## config.mk

```make
export PLATFORM = sky130hd
export DESIGN_NAME = indexed_queue_with_tag_free_list
export DESIGN_NICKNAME = d
export VERILOG_FILES = /design/src/rtl/core/iqtf_pkg.sv /design/src/rtl/core/iqtf_ram.sv /design/src/rtl/core/iqtf_front.sv /design/src/rtl/core/iqtf_back.sv /design/src/rtl/core/indexed_queue_with_tag_free_list.sv
export SDC_FILE = /design/constraint.sdc
export NUM_CORES = 2
export LEC_CHECK = 0
export ABC_AREA = 1
export ABC_CLOCK_PERIOD_IN_PS = 7060
export BUFFER_PORTS_ARGS = -buffer_cell sky130_fd_sc_hd__buf_2
export CAP_MARGIN = 10
export CORE_ASPECT_RATIO = 0.7
export CORE_MARGIN = 8
export CORE_UTILIZATION = 42
export CTS_CLUSTER_SIZE = 40
export DETAILED_ROUTE_END_ITERATION = 12
export MAX_ROUTING_LAYER = met4
export PLACE_DENSITY_LB_ADDON = 0.3
export SYNTH_ARGS = -nofsm -noshare
export SYNTH_HDL_FRONTEND = slang
export SYNTH_SLANG_ARGS = --single-unit
```

## constraint.sdc

```tcl
create_clock -name clk -period 7.06 [get_ports clk]
set_clock_uncertainty 0.1 [all_clocks]
set_input_delay 0.706 -clock clk [delete_from_list [all_inputs] [get_ports clk]]
set_output_delay 0.706 -clock clk [all_outputs]
set_load 0.01 [all_outputs]
```

## src/rtl/core/iqtf_pkg.sv

```systemverilog
// Shared types and constants for the indexed tag queue.
package iqtf_pkg;

  localparam int CAPACITY = 64;
  localparam int TAG_W    = $clog2(CAPACITY);
  localparam int CNT_W    = $clog2(CAPACITY + 1);
  localparam int CQ_DEPTH = 2;

  typedef enum logic [1:0] {
    OP_GIVE = 2'd0,
    OP_SEAT = 2'd1,
    OP_KICK = 2'd2,
    OP_MTF  = 2'd3
  } op_t;

  typedef struct packed {
    op_t              op;
    logic [TAG_W-1:0] tag;
  } cmd_t;

  typedef struct packed {
    logic [CNT_W-1:0] qcount;
    logic [CNT_W-1:0] fcount;
  } stat_t;

endpackage

```

## src/rtl/core/iqtf_ram.sv

```systemverilog
// Generic single-port-write RAM with registered read.
module iqtf_ram #(
  parameter int W = 8,
  parameter int D = 16
) (
  input  logic                 clk,
  input  logic                 we,
  input  logic [$clog2(D)-1:0] waddr,
  input  logic [W-1:0]         wdata,
  input  logic [$clog2(D)-1:0] raddr,
  output logic [W-1:0]         rdata
);

  logic [W-1:0] mem [D];

  always_ff @(posedge clk) begin
    if (we) begin
      mem[waddr] <= wdata;
    end
    rdata <= mem[raddr];
  end

endmodule

```

## src/rtl/core/iqtf_front.sv

```systemverilog
// Command front end: accepts and decodes commands into a short queue.
module iqtf_front import iqtf_pkg::*; (
  input  logic             clk,
  input  logic             rst,
  input  logic             start,
  input  logic [1:0]       opcode,
  input  logic [TAG_W-1:0] tag_id,
  output logic             busy,
  output logic             cmd_valid,
  output cmd_t             cmd,
  input  logic             cmd_pop
);

  localparam int PTR_W = $clog2(CQ_DEPTH);
  localparam int CQ_CW = $clog2(CQ_DEPTH + 1);

  cmd_t             slots [CQ_DEPTH];
  logic [PTR_W-1:0] rd_ptr;
  logic [PTR_W-1:0] wr_ptr;
  logic [CQ_CW-1:0] count;
  logic             push;
  logic             pop;

  assign busy      = (count == CQ_CW'(CQ_DEPTH));
  assign push      = start && !busy;
  assign cmd_valid = (count != '0);
  assign pop       = cmd_pop && cmd_valid;
  assign cmd       = slots[rd_ptr];

  always_ff @(posedge clk) begin
    if (push) begin
      slots[wr_ptr] <= '{op: op_t'(opcode), tag: tag_id};
    end
    if (rst) begin
      rd_ptr <= '0;
      wr_ptr <= '0;
      count  <= '0;
    end else begin
      if (push) begin
        wr_ptr <= (wr_ptr == PTR_W'(CQ_DEPTH - 1)) ? '0 : wr_ptr + 1'b1;
      end
      if (pop) begin
        rd_ptr <= (rd_ptr == PTR_W'(CQ_DEPTH - 1)) ? '0 : rd_ptr + 1'b1;
      end
      count <= count + CQ_CW'(push) - CQ_CW'(pop);
    end
  end

endmodule

```

## src/rtl/core/iqtf_back.sv

```systemverilog
// Execution back end: link lists, free ring and result registers.
module iqtf_back import iqtf_pkg::*; (
  input  logic             clk,
  input  logic             rst,
  input  logic             cmd_valid,
  input  cmd_t             cmd,
  output logic             cmd_pop,
  output logic             done,
  output logic [TAG_W-1:0] tag_out,
  output logic             success,
  output logic [CNT_W-1:0] queue_length,
  output stat_t            stat
);

  typedef enum logic [1:0] {
    S_IDLE,
    S_EXEC,
    S_LINK
  } state_t;

  state_t              state, state_next;
  cmd_t                cmd_q;
  logic                mark_q;
  logic [TAG_W-1:0]    head, head_next;
  logic [TAG_W-1:0]    tail, tail_next;
  logic [CNT_W-1:0]    qcount, qcount_next;
  logic [CNT_W-1:0]    fcount, fcount_next;
  logic [TAG_W-1:0]    rptr, rptr_next;
  logic [TAG_W-1:0]    wptr, wptr_next;
  logic                wrapped, wrapped_next;
  logic [CAPACITY-1:0] marks, marks_next;

  logic             emit;
  logic [TAG_W-1:0] res_tag;
  logic             res_ok;

  logic             nx_we, pv_we, fr_we;
  logic [TAG_W-1:0] nx_waddr, nx_wdata, nx_raddr, nx_rdata;
  logic [TAG_W-1:0] pv_waddr, pv_wdata, pv_rdata;
  logic [TAG_W-1:0] fr_waddr, fr_wdata, fr_rdata;
  logic [TAG_W-1:0] fr_val, t, p, n;

  iqtf_ram #(.W(TAG_W), .D(CAPACITY)) u_next (
    .clk(clk), .we(nx_we), .waddr(nx_waddr), .wdata(nx_wdata),
    .raddr(nx_raddr), .rdata(nx_rdata)
  );

  iqtf_ram #(.W(TAG_W), .D(CAPACITY)) u_prev (
    .clk(clk), .we(pv_we), .waddr(pv_waddr), .wdata(pv_wdata),
    .raddr(cmd.tag), .rdata(pv_rdata)
  );

  // entries not yet rewritten since reset are read as their own index via fr_val
  iqtf_ram #(.W(TAG_W), .D(CAPACITY)) u_free (
    .clk(clk), .we(fr_we), .waddr(fr_waddr), .wdata(fr_wdata),
    .raddr(rptr), .rdata(fr_rdata)
  );

  assign cmd_pop  = (state == S_IDLE) && cmd_valid;
  assign nx_raddr = (cmd.op == OP_SEAT) ? head : cmd.tag;
  assign t        = cmd_q.tag;
  assign p        = pv_rdata;
  assign n        = nx_rdata;
  assign fr_val   = (wrapped || (rptr < wptr)) ? fr_rdata : rptr;
  assign stat     = '{qcount: qcount, fcount: fcount};

  always_comb begin
    state_next   = state;
    head_next    = head;
    tail_next    = tail;
    qcount_next  = qcount;
    fcount_next  = fcount;
    rptr_next    = rptr;
    wptr_next    = wptr;
    wrapped_next = wrapped;
    marks_next   = marks;
    emit         = 1'b0;
    res_tag      = '0;
    res_ok       = 1'b0;
    nx_we        = 1'b0;
    nx_waddr     = '0;
    nx_wdata     = '0;
    pv_we        = 1'b0;
    pv_waddr     = '0;
    pv_wdata     = '0;
    fr_we        = 1'b0;
    fr_waddr     = wptr;
    fr_wdata     = '0;
    case (state)
      S_IDLE: begin
        if (cmd_valid) begin
          state_next = S_EXEC;
        end
      end
      S_EXEC: begin
        state_next = S_IDLE;
        emit       = 1'b1;
        case (cmd_q.op)
          OP_GIVE: begin
            if (fcount != '0) begin
              res_ok  = 1'b1;
              res_tag = fr_val;
              if (qcount == '0) begin
                head_next = fr_val;
              end else begin
                nx_we    = 1'b1;
                nx_waddr = tail;
                nx_wdata = fr_val;
                pv_we    = 1'b1;
                pv_waddr = fr_val;
                pv_wdata = tail;
              end
              tail_next         = fr_val;
              marks_next[fr_val] = 1'b1;
              qcount_next       = qcount + CNT_W'(1);
              fcount_next       = fcount - CNT_W'(1);
              rptr_next = (rptr == TAG_W'(CAPACITY - 1)) ? '0 : rptr + TAG_W'(1);
            end
          end
          OP_SEAT: begin
            if (qcount != '0) begin
              res_ok  = 1'b1;
              res_tag = head;
              if (qcount > CNT_W'(1)) begin
                head_next = n;
              end
              marks_next[head] = 1'b0;
              qcount_next      = qcount - CNT_W'(1);
              fr_we            = 1'b1;
              fr_wdata         = head;
            end
          end
          default: begin
            // kick out and move to front share the unlink
            if (mark_q && (cmd_q.op == OP_KICK || t != head)) begin
              if (t == head) begin
                head_next = n;
              end else begin
                nx_we    = 1'b1;
                nx_waddr = p;
                nx_wdata = n;
              end
              if (t == tail) begin
                tail_next = p;
              end else begin
                pv_we    = 1'b1;
                pv_waddr = n;
                pv_wdata = p;
              end
              if (cmd_q.op == OP_KICK) begin
                res_ok        = 1'b1;
                marks_next[t] = 1'b0;
                qcount_next   = qcount - CNT_W'(1);
                fr_we         = 1'b1;
                fr_wdata      = t;
              end else begin
                emit       = 1'b0;
                state_next = S_LINK;
              end
            end
          end
        endcase
        if (fr_we) begin
          wptr_next   = (wptr == TAG_W'(CAPACITY - 1)) ? '0 : wptr + TAG_W'(1);
          fcount_next = fcount + CNT_W'(1);
          if (wptr == TAG_W'(CAPACITY - 1)) begin
            wrapped_next = 1'b1;
          end
        end
      end
      S_LINK: begin
        // relink the tag in front of the old head
        nx_we      = 1'b1;
        nx_waddr   = t;
        nx_wdata   = head;
        pv_we      = 1'b1;
        pv_waddr   = head;
        pv_wdata   = t;
        head_next  = t;
        emit       = 1'b1;
        res_ok     = 1'b1;
        state_next = S_IDLE;
      end
      default: begin
        state_next = S_IDLE;
      end
    endcase
  end

  always_ff @(posedge clk) begin
    if (cmd_pop) begin
      cmd_q  <= cmd;
      mark_q <= marks[cmd.tag];
    end
    if (emit) begin
      tag_out      <= res_tag;
      success      <= res_ok;
      queue_length <= qcount_next;
    end
    if (rst) begin
      state   <= S_IDLE;
      head    <= '0;
      tail    <= '0;
      qcount  <= '0;
      fcount  <= CNT_W'(CAPACITY);
      rptr    <= '0;
      wptr    <= '0;
      wrapped <= 1'b0;
      marks   <= '0;
      done    <= 1'b0;
    end else begin
      state   <= state_next;
      head    <= head_next;
      tail    <= tail_next;
      qcount  <= qcount_next;
      fcount  <= fcount_next;
      rptr    <= rptr_next;
      wptr    <= wptr_next;
      wrapped <= wrapped_next;
      marks   <= marks_next;
      done    <= emit;
    end
  end

endmodule

```

## src/rtl/core/indexed_queue_with_tag_free_list.sv

```systemverilog
// Top level of the indexed tag queue with free list.
//
//   channel   ports                                  handshake
//   command   opcode, tag_id                         start & !busy
//   result    tag_out, success, queue_length         done, one cycle
//
// Each command passes the back end in S_IDLE (link RAM read) and S_EXEC
// (update); a successful move to front adds S_LINK, a second write to each
// link RAM port. A two-word command queue lets new commands in meanwhile.
// Synchronous reset; no clearing pass, the first command can follow reset.
// The result receiver cannot stall; busy rises only when the queue is full.
module indexed_queue_with_tag_free_list import iqtf_pkg::*; (
  input  logic             clk,
  input  logic             rst,
  input  logic             start,
  input  logic [1:0]       opcode,
  input  logic [TAG_W-1:0] tag_id,
  output logic             busy,
  output logic             done,
  output logic [TAG_W-1:0] tag_out,
  output logic             success,
  output logic [CNT_W-1:0] queue_length
);

  logic  cmd_valid;
  logic  cmd_pop;
  cmd_t  cmd;
  stat_t stat;

  iqtf_front u_front (
    .clk(clk), .rst(rst), .start(start), .opcode(opcode), .tag_id(tag_id),
    .busy(busy), .cmd_valid(cmd_valid), .cmd(cmd), .cmd_pop(cmd_pop)
  );

  iqtf_back u_back (
    .clk(clk), .rst(rst), .cmd_valid(cmd_valid), .cmd(cmd), .cmd_pop(cmd_pop),
    .done(done), .tag_out(tag_out), .success(success),
    .queue_length(queue_length), .stat(stat)
  );

  a_tag_conserve: assert property (@(posedge clk) disable iff (rst)
    (CNT_W + 1)'(stat.qcount) + (CNT_W + 1)'(stat.fcount) == (CNT_W + 1)'(CAPACITY))
    else $error("queued and free tags do not add up");

  a_done_spacing: assert property (@(posedge clk) disable iff (rst)
    done |=> !done)
    else $error("back results closer than two cycles");

  a_len_match: assert property (@(posedge clk) disable iff (rst)
    done |-> queue_length == stat.qcount)
    else $error("reported length differs from queue count");

  a_fail_zero: assert property (@(posedge clk) disable iff (rst)
    (done && !success) |-> tag_out == '0)
    else $error("refused command reports a tag");

endmodule
```

Yosys cells after proc, flatten, opt, wreduce, memory -nomap -nowiden
Memories as Yosys holds them, arrays and structs flattened. A register that Yosys moved wholly into a read port is not among the register bits.
Cells that the tools add are included.
Storage, ports and cells
  flip-flop bits (word level): 133
  memory bits (writable): 1168
  input port bits: 11
  output and inout port bits: 16
  word-level logic and storage cells: 203
  memories kept: 4
Memory list
  u_back.u_free.mem: depth 64, width 6, rd ports 1, clocked after Yosys merged registers in 1, write ports 1, RTL line iqtf_ram.sv:14  | logic [W-1:0] mem [D];
  u_back.u_next.mem: depth 64, width 6, rd ports 1, clocked after Yosys merged registers in 1, write ports 1, RTL line iqtf_ram.sv:14
  u_back.u_prev.mem: depth 64, width 6, rd ports 1, clocked after Yosys merged registers in 1, write ports 1, RTL line iqtf_ram.sv:14
  u_front.slots: depth 2, width 8, rd ports 1, clocked after Yosys merged registers in 1, write ports 1, RTL line iqtf_front.sv:17  | cmd_t slots [CQ_DEPTH];
Operators by class
  $add $sub $neg: 10
  order comparisons: 9
  eq/ne operators: 20
  muxes and demuxes: 104
  bitwise operators: 6
  reduce and logical (&&, ||, !) cells: 31
Operator list (number)
  2-to-1 mux 64 bit: 4
  2-to-1 mux 6 bit: 30
  case mux 6 bit (2 select lines): 13
  AND 64 bit: 2
  inverter 64 bit: 2
  case mux 64 bit (2 select lines): 1
  OR 64 bit: 1
  2-to-1 mux 7 bit: 8
  2-to-1 mux 1 bit: 30
  < comparator 6 x 7 -> 1 bit, second input constant: 4
  demux 1 bit (select 6 bit): 3
  greater-or-equal comparator 6 x 1 -> 1 bit, second input constant: 3
  case mux 1 bit (2 select lines): 8
  adder 7 x 1 -> 7 bit, second input constant: 2
  case mux 7 bit (2 select lines): 1
  nonzero test 7 bit: 2
  subtractor 7 x 1 -> 7 bit, second input constant: 2
  adder 6 x 1 -> 6 bit, second input constant: 2
  equality test 6 bit: 2
  equality test 6 bit, second input constant: 2
  inequality test 3 x 2 -> 1 bit, second input constant: 4
  nonzero test 2 bit: 6
  AND reduction 5 bit: 2
  AND reduction 3 bit: 3
  other kinds (23): 43

Depth between registers and ports, before layout
  depth after elaboration: 10
  mapped depth: 18
  mapped depth without buffers: 17

By module
A second synthesis with hierarchy kept.
Second synthesis, totals
  cell total of the unflattened synthesis: 5696
  area total of the unflattened synthesis: 58051.9 sq um
By module, submodules not included
  iqtf_ram (u_back.u_next ...): times used 2, cells an instance 1376, area an instance 15930.3 sq um, sequential area each 11651.2 sq um
  iqtf_ram (u_back.u_free): times used 1, cells an instance 1393, area an instance 15942.8 sq um, sequential area each 11651.2 sq um
  iqtf_back: times used 1, cells an instance 1487, area an instance 9382.7 sq um, sequential area each 2812.7 sq um
  iqtf_front: times used 1, cells an instance 64, area an instance 865.8 sq um, sequential area each 580.6 sq um

Worst setup path before layout
No wires, ideal clock.
  path kind: flip-flop to flip-flop
  start: register u_back.cmd_q[7] (netlist name)
  end: memory u_back.u_free.mem[0][5] (netlist name), data pin
  library setup time: 740 ps
  data arrival time: 4131 ps
  data required time: 6220 ps
  setup slack: 2088 ps
  stages on the path, launching flop included: 8
  path buffers: 2
  clock period less this slack: 4972 ps
  cells stage by stage: edfxtp_1 > buf_2 > buf_2 > nor2_2 > inv_1 > nand2_1 > inv_1 > a221oi_1
Between the ends
  word-level cells in the longest chain between the ends: 6
  elaborated cells on any way between the ends: 9
  classes of those cells: eq/ne (2); mux (4); reduce/logical (3)
RTL lines
  start, declared: RTL line iqtf_back.sv:22  | cmd_t cmd_q;
  start signal, assigned: RTL line iqtf_back.sv:192  | cmd_q <= cmd;
  equality test 2 bit: RTL line iqtf_back.sv:135, iqtf_back.sv:150
  logical OR 1 bit: RTL line iqtf_back.sv:135  | if (mark_q && (cmd_q.op == OP_KICK || t != head)) begin
  logical AND 1 bit: RTL line iqtf_back.sv:135
  2-to-1 mux 6 bit: RTL line iqtf_back.sv:135
  case mux 6 bit (2 select lines) (*): RTL line iqtf_back.sv:98  | case (cmd_q.op)
  2-to-1 mux 6 bit (*): RTL line iqtf_back.sv:89  | case (state)
  net u_back.fr_wdata[5]: RTL line iqtf_back.sv:40  | logic [TAG_W-1:0] fr_waddr, fr_wdata, fr_rdata;
  end, declared: RTL line iqtf_ram.sv:14
Mark *: on every way through the listed nets, which the timed path passes. The rest lies on a longest branch.

==> results.rst <==
.. list-table::
   :header-rows: 1

   * - Metric
     - Value
   * - Dominant cell type by count on the critical path
     - sky130_fd_sc_hd__nand3_1
   * - Number of standard-cell rows in the floorplan
     - 113
   * - Hold Violations, Final
     - 0
   * - Post-layout minimum cycle time
     - 4690 ps
   * - Number of max-cap violations
     - 0
   * - Largest stage delay, worst path
     - 750 ps
   * - Proportion of layout cells with a drive suffix above 1
     - 7.68%
   * - Post-cts sizing count
     - 0
   * - Flip-flop cell with the highest count after synthesis
     - sky130_fd_sc_hd__edfxtp_1
   * - Aggregate negative setup slack
     - 0 ps
   * - First-pass iteration count of the detailed router
     - 8
   * - Vias per Instance
     - 5.76
   * - Multi-input gate area
     - 16,300 um2
   * - Setup repair after global routing missed its margin
     - false
   * - Largest buffer count on any clock path
     - 3
   * - Most numerous cell types in the synthesized netlist
     - sky130_fd_sc_hd__edfxtp_1, sky130_fd_sc_hd__nand2_1, sky130_fd_sc_hd__nor2_1
   * - Most repeated cell in the gate-level netlist after synthesis
     - sky130_fd_sc_hd__edfxtp_1
   * - Cells after Synth
     - 5,239
   * - Final period util
     - 66.4%
   * - Post-synthesis net count
     - 5,271
   * - Startpoint Class
     - flip-flop
   * - HPWL after detailed placement
     - 95,400 um
   * - Number of antenna-violating nets in the routed design
     - 0
   * - CTS sink count
     - 1,320
   * - Fillers
     - 12,300
   * - CP Class
     - reg2reg
   * - Critical-path cell with the highest stage delay
     - sky130_fd_sc_hd__inv_2
   * - Ordered list of cells on the worst path
     - inv_2, or2_1, o21ai_4, inv_2, nand2_1, o21ai_4, buf_4, inv_2, nand3_1, nand3_1, nand3_1, nand3_1, nand2_1
   * - Maximum level of the CTS H-tree
     - 4
   * - Data required time of the critical path
     - 7620 ps
   * - Dominant cell type by area after synthesis
     - sky130_fd_sc_hd__edfxtp_1
   * - Largest cells by area after synthesis
     - sky130_fd_sc_hd__edfxtp_1, sky130_fd_sc_hd__nand2_1, sky130_fd_sc_hd__nor2_1
   * - Worst setup slack before clock tree synthesis
     - 2430 ps
   * - Maximum clock frequency
     - 213 MHz
   * - Routed wire length
     - 158,000 um
   * - Critical path capture point type
     - flip-flop
   * - Weighted congestion at the end of routability-driven global placement
     - 0.925
   * - Area growth from synthesis to layout
     - 10.6%
   * - Root buffer selected by CTS
     - sky130_fd_sc_hd__clkbuf_16
   * - Overall fraction of global-route tracks in use
     - 21.3%
   * - Floorplan core area
     - 135,000 um2
   * - Critical path fanouts, max
     - 49
   * - Final global-route overflow total
     - 0
   * - Seq. cell area
     - 38,400 um2
   * - Buffers on Ports
     - 26
   * - Clock tree from TritonCTS
     - done
   * - Via count of the routed design
     - 40,500
   * - Antenna violations before repair
     - 5
   * - Clock Pin Slew Worst Setup and Hold Paths
     - 70 ps
   * - #FFs+latches synth
     - 1,320
   * - Vert. Die Dim
     - 324 um
   * - Overall die area
     - 147,000 um2
   * - Pins Over Slew Limit
     - 0
   * - EDFF count, synth
     - 1,191
   * - Slew of the pin with the lowest slew margin
     - 1230 ps
   * - Setup-failing EPs final
     - 0
   * - Final core utilization
     - 46.6%
   * - Leakage power figure
     - 21.6 nW
   * - Total Nets Final
     - 5,184
   * - Syn_area_per_cell
     - 10.8 um2
   * - Slew HR
     - 17.6%
   * - Number of global-route vias before repair
     - 37,500
   * - Starting density of the core
     - 42.1%
   * - Die outline width
     - 455 um
   * - Hold Path Class
     - in2reg
   * - Power density over the cells
     - 397 nW/um2
   * - Maximum number of pins on one net before global-route repair
     - 117
   * - Fraction of synthesized cell area taken by the top area cell type
     - 63.0%
   * - Synthesized cell area
     - 56,800 um2
   * - Synth unique cells
     - 51
   * - TritonCTS Buffers
     - 130
   * - IR Drop Worst-Case VDD
     - 0.419 mV
   * - Post-route worst setup slack
     - 2370 ps
   * - Arrival time of data at the critical path endpoint
     - 5250 ps
   * - Async SR Flop Fraction
     - 0%
   * - Run status
     - complete, no violations
   * - Latest clock arrival within the worst-skew pair
     - 790 ps
   * - Number of design rule violations left after detail routing
     - 0
   * - Count of warnings emitted by yosys
     - 0
   * - Wire length of the first global-routing pass
     - 238,000 um
   * - Top-level I/O count
     - 27
   * - Starting DRT DRC Count
     - 5,329
   * - Register area share after synthesis
     - 67.5%
   * - Average wire per cell in the routed design
     - 22.4 um
critical path, delay by kind of cell (launching register included):
family / cells / cell delay [ps]
AO/OA/AOI/OAI: 2 / 490
buffers and inverters: 4 / 1960
flip-flops: 1 / 660
AND/OR/NAND/NOR: 7 / 1280
flip-flops by register name, summed over array words and instances (netlist names), 2 cells and up, named ones only:
signal	flops
u_back.u_prev.rdata	6
u_back.cmd_q	2
u_back.t	6
u_back.u_next.rdata	6
u_back.fr_waddr	6
u_back.qcount	7
u_back.queue_length	7
u_back.state	2
u_back.u_free.mem	384
u_back.u_next.mem	384
u_back.rptr	6
u_front.slots	16
u_back.u_prev.mem	384
u_back.head	6
u_back.tag_out	6
u_back.u_free.rdata	6
u_back.tail	6
u_back.fcount	7
u_back.marks	64
u_front.count	2
per-layer routing:
layer	global-route usage (%)	wire length, um
met1	31.3	70800
met2	28.7	64600
met3	6.38	19200
met4	5.40	3380
met5	-	0
power breakdown:
part | switching (mW) | internal, mW | leakage (nW)
Sequential | 0.309 | 9.06 | 11.9
Clock | 3.12 | 3.88 | 2.06
Combinational | 6.43 | 2.11 | 7.66
Total | 9.85 | 15.0 | 21.6
cell families (layout without fill, tap and decap cells):
group | Yosys count | in the layout | share of synthesized area, %
compound gates | 1055 | 1055 | 10.9
xor+xnor | 12 | 12 | 0.185
fa+ha+maj | 21 | 21 | 0.476
buf+inv | 589 | 609 | 4.24
flops | 1320 | 1320 | 67.5
other cells | 0 | 4 | 0
simple gates | 2242 | 2242 | 16.7
final cells by class:
type                       count  share of cell area [%]
antenna                        4                  0.0159
clock buffer                 166                    5.54
clock inverter                73                    1.21
inverter                     288                    1.74
multi-input combinational   3330                    26.0
sequential                  1320                    61.1
tap                         1782                    3.55
timing repair buffer          82                   0.908
layout by cell type (no fill, tap or decap), types with 5 or more instances in the layout:
master                       instances
sky130_fd_sc_hd__a21oi_1           190
sky130_fd_sc_hd__a21oi_4            18
sky130_fd_sc_hd__a22o_1              7
sky130_fd_sc_hd__buf_2              26
sky130_fd_sc_hd__buf_4              52
sky130_fd_sc_hd__bufinv_16           9
sky130_fd_sc_hd__clkbuf_1           29
sky130_fd_sc_hd__clkbuf_16         132
sky130_fd_sc_hd__clkbuf_8            5
sky130_fd_sc_hd__clkinv_1           26
sky130_fd_sc_hd__clkinv_2           22
sky130_fd_sc_hd__clkinvlp_4          6
sky130_fd_sc_hd__dfxtp_1           127
sky130_fd_sc_hd__edfxtp_1         1191
sky130_fd_sc_hd__ha_1               20
sky130_fd_sc_hd__inv_1             252
sky130_fd_sc_hd__inv_16              5
sky130_fd_sc_hd__inv_2              27
sky130_fd_sc_hd__inv_6               6
sky130_fd_sc_hd__nand2_1           947
sky130_fd_sc_hd__nand2_2            22
sky130_fd_sc_hd__nand3_1           407
sky130_fd_sc_hd__nand3_2            21
sky130_fd_sc_hd__nand4_1            22
sky130_fd_sc_hd__nor2_1            699
sky130_fd_sc_hd__nor2_4              8
sky130_fd_sc_hd__nor3_1             90
sky130_fd_sc_hd__o211ai_1           88
sky130_fd_sc_hd__o21ai_0           452
sky130_fd_sc_hd__o21ai_1            13
sky130_fd_sc_hd__o21ai_2             5
sky130_fd_sc_hd__o221ai_1           97
sky130_fd_sc_hd__o22ai_1           165
sky130_fd_sc_hd__or2_2               7
sky130_fd_sc_hd__xor2_1              9
repair_timing:
item,CTS,global route
endpoints found under the hold margin,6,0
endpoints found under the setup margin,0,0
hold buffers,3,0
setup buffers,0,0
per-stage QoR:
step / power [mW] / cells / instance area (um2) / hold WS (ps)
2_1_floorplan: 15.1 / 5239 / 56800 / 326
3_3_place_gp: 17.9 / 6798 / 58500 / 337
3_5_place_dp: 17.9 / 6798 / 58500 / 346
4_1_cts: 24.8 / 7040 / 62800 / 0.905
5_1_grt: 26.1 / 7045 / 62800 / 24.2
6_report: 24.9 / 7045 / 62800 / 62.3
path summary, 6_finish.rpt:
check	startpoint	end	slack [ps]	depth (start not counted)
hold / removal	opcode[0]	u_front.slots[1][6]	60	1
hold reg to reg	u_front.rd_ptr	u_front.rd_ptr	370	1
setup reg to reg	flip-flop	u_back.u_next.rdata[0]	2370	13
setup / recovery	flip-flop	u_back.u_next.rdata[0]	2370	13
Power figures use the tool's default switching activity.
